--- config.mk ---
export PLATFORM = sky130hd
export DESIGN_NAME = jdq_ram
export DESIGN_NICKNAME = d
export VERILOG_FILES = /design/src/rtl/core/jdq_ram.sv
export SDC_FILE = /design/constraint.sdc
export NUM_CORES = 1
export LEC_CHECK = 0
export ABC_AREA = 1
export BUFFER_PORTS_ARGS = -buffer_cell sky130_fd_sc_hd__buf_2
export CAP_MARGIN = 5
export CORE_MARGIN = 1.5
export CORE_UTILIZATION = 50
export DETAILED_ROUTE_END_ITERATION = 10
export GPL_TIMING_DRIVEN = 0
export PLACE_DENSITY = 0.64
export SLEW_MARGIN = 5
export SYNTH_ARGS = -nofsm -noshare
export SYNTH_HDL_FRONTEND = slang
export SYNTH_SLANG_ARGS = --single-unit
--- constraint.sdc ---
create_clock -name clk -period 2.85 [get_ports clk]
set_input_delay 0.285 -clock clk [delete_from_list [all_inputs] [get_ports clk]]
set_output_delay 0.285 -clock clk [all_outputs]
set_load 0.05 [all_outputs]
--- src/rtl/core/jdq_ram.sv ---
// Generic simple dual-port RAM, one write and one registered read port.
module jdq_ram #(
  parameter int WIDTH = 8,
  parameter int DEPTH = 64
) (
  input  logic                     clk,
  input  logic                     wr_en,
  input  logic [$clog2(DEPTH)-1:0] wr_addr,
  input  logic [WIDTH-1:0]         wr_data,
  input  logic                     rd_en,
  input  logic [$clog2(DEPTH)-1:0] rd_addr,
  output logic [WIDTH-1:0]         rd_data
);

  logic [WIDTH-1:0] mem [DEPTH];
  logic [WIDTH-1:0] rd_data_r;

  always_ff @(posedge clk) begin
    if (wr_en) begin
      mem[wr_addr] <= wr_data;
    end
    if (rd_en) begin
      rd_data_r <= mem[rd_addr];
    end
  end

  assign rd_data = rd_data_r;

endmodule

Word-level counts from Yosys, hierarchy flattened
Memory sizes are Yosys's and may differ from the RTL's. A register that Yosys moved wholly into a read port is not among the register bits.
Cells that the tools add are included.
{"block": "word_totals", "register_bits": 0, "ram_bits": 512, "in_bits": 23, "output_inout_bits": 8, "wordCells": 3, "memories": 1}
{"name": "mem", "words": 64, "width": 8, "read_ports": 1, "rd_clocked_by_memory_dff": 1, "write_ports": 1, "line_no": "15", "text": "logic [WIDTH-1:0] mem [DEPTH];"}
{"block": "classes", "n_mux": 2}
{"cell": "two-way mux 1 bit", "count": 2}

Depth between registers and ports, before layout
{"block": "logic_depth", "word_depth": 2, "mapped_depth": 12, "mapped_depth_nobuf": 9}

Worst setup path before layout
No wires, ideal clock.
{"block": "synth_path", "path_kind": "input to register", "start": "in wr_en", "end": "mem mem[48][0] (enable)", "arrival_time_ns": 1.656, "t_required_ns": 2.455, "slack_ns": 0.799, "path_stages": 3, "path_buffers": 1, "path_cell_list": "clkbuf_1 -> nand4_1 -> nor4_1"}
{"block": "synth_between", "elab_chain_len": 2}
{"item": "start: declaration", "line_no": "7", "text": "input logic wr_en,"}
{"item": "two-way mux 1 bit", "line_no": "19", "text": "if (wr_en) begin"}
{"item": "two-way mux 1 bit (not written as such)", "line_no": "20", "text": "mem[wr_addr] <= wr_data;"}
{"item": "end: declaration", "line_no": "15"}
Every way passes these cells.

Final worst setup path
{"block": "layout_path", "start": "in wr_addr[0]", "end": "mem mem[28][3] (enable)"}
{"item": "start: declaration", "line_no": "8", "text": "input logic [$clog2(DEPTH)-1:0] wr_addr,"}
No word-level cell before the write port.

==> results.tsv <==
metric	value	unit
outcome	completed	
total_switching_power	3.794	mW
grt_setup_unrepaired	no	
max-slew-margin-rel	0.1263	
die_area	0.04409	mm^2
hold_class	in -> reg	
sw_frac_of_total	0.2316	
register_area	0.01562	mm^2
clock_tree_from_tritoncts	yes	
gr_ovfl_total	0	
cts_root_buffer	clkbuf_16	
drt_wl_total	62.31	mm
num_vias	14300	
syn-num-nets	1828	
detailedRoute.firstIterationViolations	1418	
grt_pass1_vias	13530	
clk_pin_slew	60	ps
boundaryPins	31	
hold_violations	0	
share_comb_of_total_power	0.071	
fraction_of_layout_instances_using_a_drive_strength_above_1	0.1061	
port_buffers	22	
layout_common_cells	nand2_1 (648), edfxtp_1 (520), nand3_1 (439), clkbuf_16 (57), nor2_1 (56)	
yosys_register_bits	520	
fin_skew	20.49	ps
cts_setup_buffers	0	
power_per_cell_area	682.0	mW/mm^2
dpl.hpwl	41.66	mm
multiInputGateArea	0.004996	mm^2
coreArea	0.04213	mm^2
final.period_utilization	0.7725	
initial_core_util	0.5084	
number_of_remaining_drc_errors	0	
achievable-frequency	454.2	MHz
worstSetupEndpointType	flip-flop	
wl_per_cell	25.19	um
vdd_drop_max	0.0005575	V
dr.pass1.iters	6	
mostFrequentLayoutCell	nand2_1	
worstSetupPathType	in -> reg	
clkLatencyLatePin	600	ps
yosys_warnings	0	
post_synth_cell_types	15	
ant_nets	0	
final_max_slew_viol_count	0	
cellInternalPower	12.58	mW
postSynthCellCount	1805	
fin_nets	1914	
critical_path.startpoint_type	input port	
reported_leakage_power	8.686	nW
cts-buffers-inserted	54	
clock_sinks	520	
gp_congestion	0.9705	
ctsResizeCount	0	
portion_of_the_post_synthesis_area_used_by_sequential_elements	0.7290	
period_minus_slack	2202	ps
grt_start_max_net_pins	65	
setup_violations	0	
grt_util_all_layers	0.2868	
clk_path_buf_depth	3	
antenna_found_initial	0	
num_rows	75	
p_clk_frac	0.409	
grt_pass1_wl	89.57	mm
tightestPinTransition	1311	ps
nFillCells	3481	
maxCapViolations	0	
die_width	210.0	um
data_required_time_of_the_worst_path	3060	ps
die_h	210.0	um
p_seq_frac	0.519	
power	16.38	mW
finalSetupTns	0	ps
critPathArrivalTime	2410	ps
cp_max_fo	9	
hold_buffers	0	
syn_avg_cell_area	11.87	um^2
post_synthesis_cell_area	0.02142	mm^2
synthToLayoutAreaGrowth	12.12	%
cts_max_level	2	
via_per_inst	5.783	
[stage by stage]
step	cells	utilization	hold WS, ps	worst slack, ps	area, um^2
final	2473	0.5699	120.5	648.4	24010
after global routing	2472	0.5699	110.2	643.1	24010
after CTS	2472	0.5697	92.50	780.4	24000
after detailed placement	2374	0.5298	713.0	145.9	22320
after global placement	2366	0.5270	709.7	-169.1	22200
after floorplan	1805	-	383.9	798.9	21420
[synthesized netlist by cell type]
cell type    n  share of area
edfxtp_1   520           0.73
buf_2       37         0.0086
buf_1       10         0.0018
nand4_1      9         0.0026
buf_6       35          0.018
nand2_1    648           0.11
inv_2        1        0.00018
nor4_1       8         0.0023
clkbuf_1    15         0.0026
inv_1       10         0.0018
buf_8        2         0.0014
buf_4       14         0.0049
nand3_1    439           0.10
inv_6        1        0.00041
nor2_1      56         0.0098
[worst max-delay path, stage by stage]
cell	delay [ps]
clkbuf_1	230
inv_1	330
nand4_1	600
nor2_1	950
[registers in the layout, indices dropped and copies added, names as in the netlist]
register and count:
mem 512, rd_data 8
[power by group through the flow]
stage	clock network (mW)	registers (mW)	logic, mW
detailed placement	0	8.66	1.15
global route	7.03	8.50	1.24
floorplan	0	8.69	0.595
global placement	0	8.67	1.13
finish	6.71	8.50	1.17
CTS	6.76	8.50	1.16
[final timing paths]
kind	cells past startpoint	slack [ps]	to	start
setup / recovery	4	650	mem[28][3]	wr_addr[0]
hold / removal	1	120	rd_data[1]	rd_en
setup reg to reg	8	1220	rd_data[2]	mem[21][2]
hold reg to reg	8	970	rd_data[1]	mem[40][1]
[cell type report]
class,instances,area share
diodes,1,0.0001042
plain buffers,113,0.03366
clock buffers,66,0.06080
clock inverters,32,0.009170
inverters,12,0.002084
multi-input cells,1160,0.2080
flip-flops and latches,520,0.6502
well taps,539,0.02808
repair buffers,30,0.007815
[layer usage]
metal  vias to the layer above  GRT usage  wire length (um)
met5                         -          0                 0
met2                       665     0.4711             29860
met3                       109    0.03650              4683
met1                      6981     0.3870             25170
li1                       6546          -                 -
met4                         0     0.1283              2593
[cell families after synthesis]
logic type | count (synthesis) | share of synthesized area
and+or+nand+nor | 1160 | 0.2309
DFF | 520 | 0.7290
buffers and inverters | 125 | 0.04007
Power figures use the tool's default switching activity.
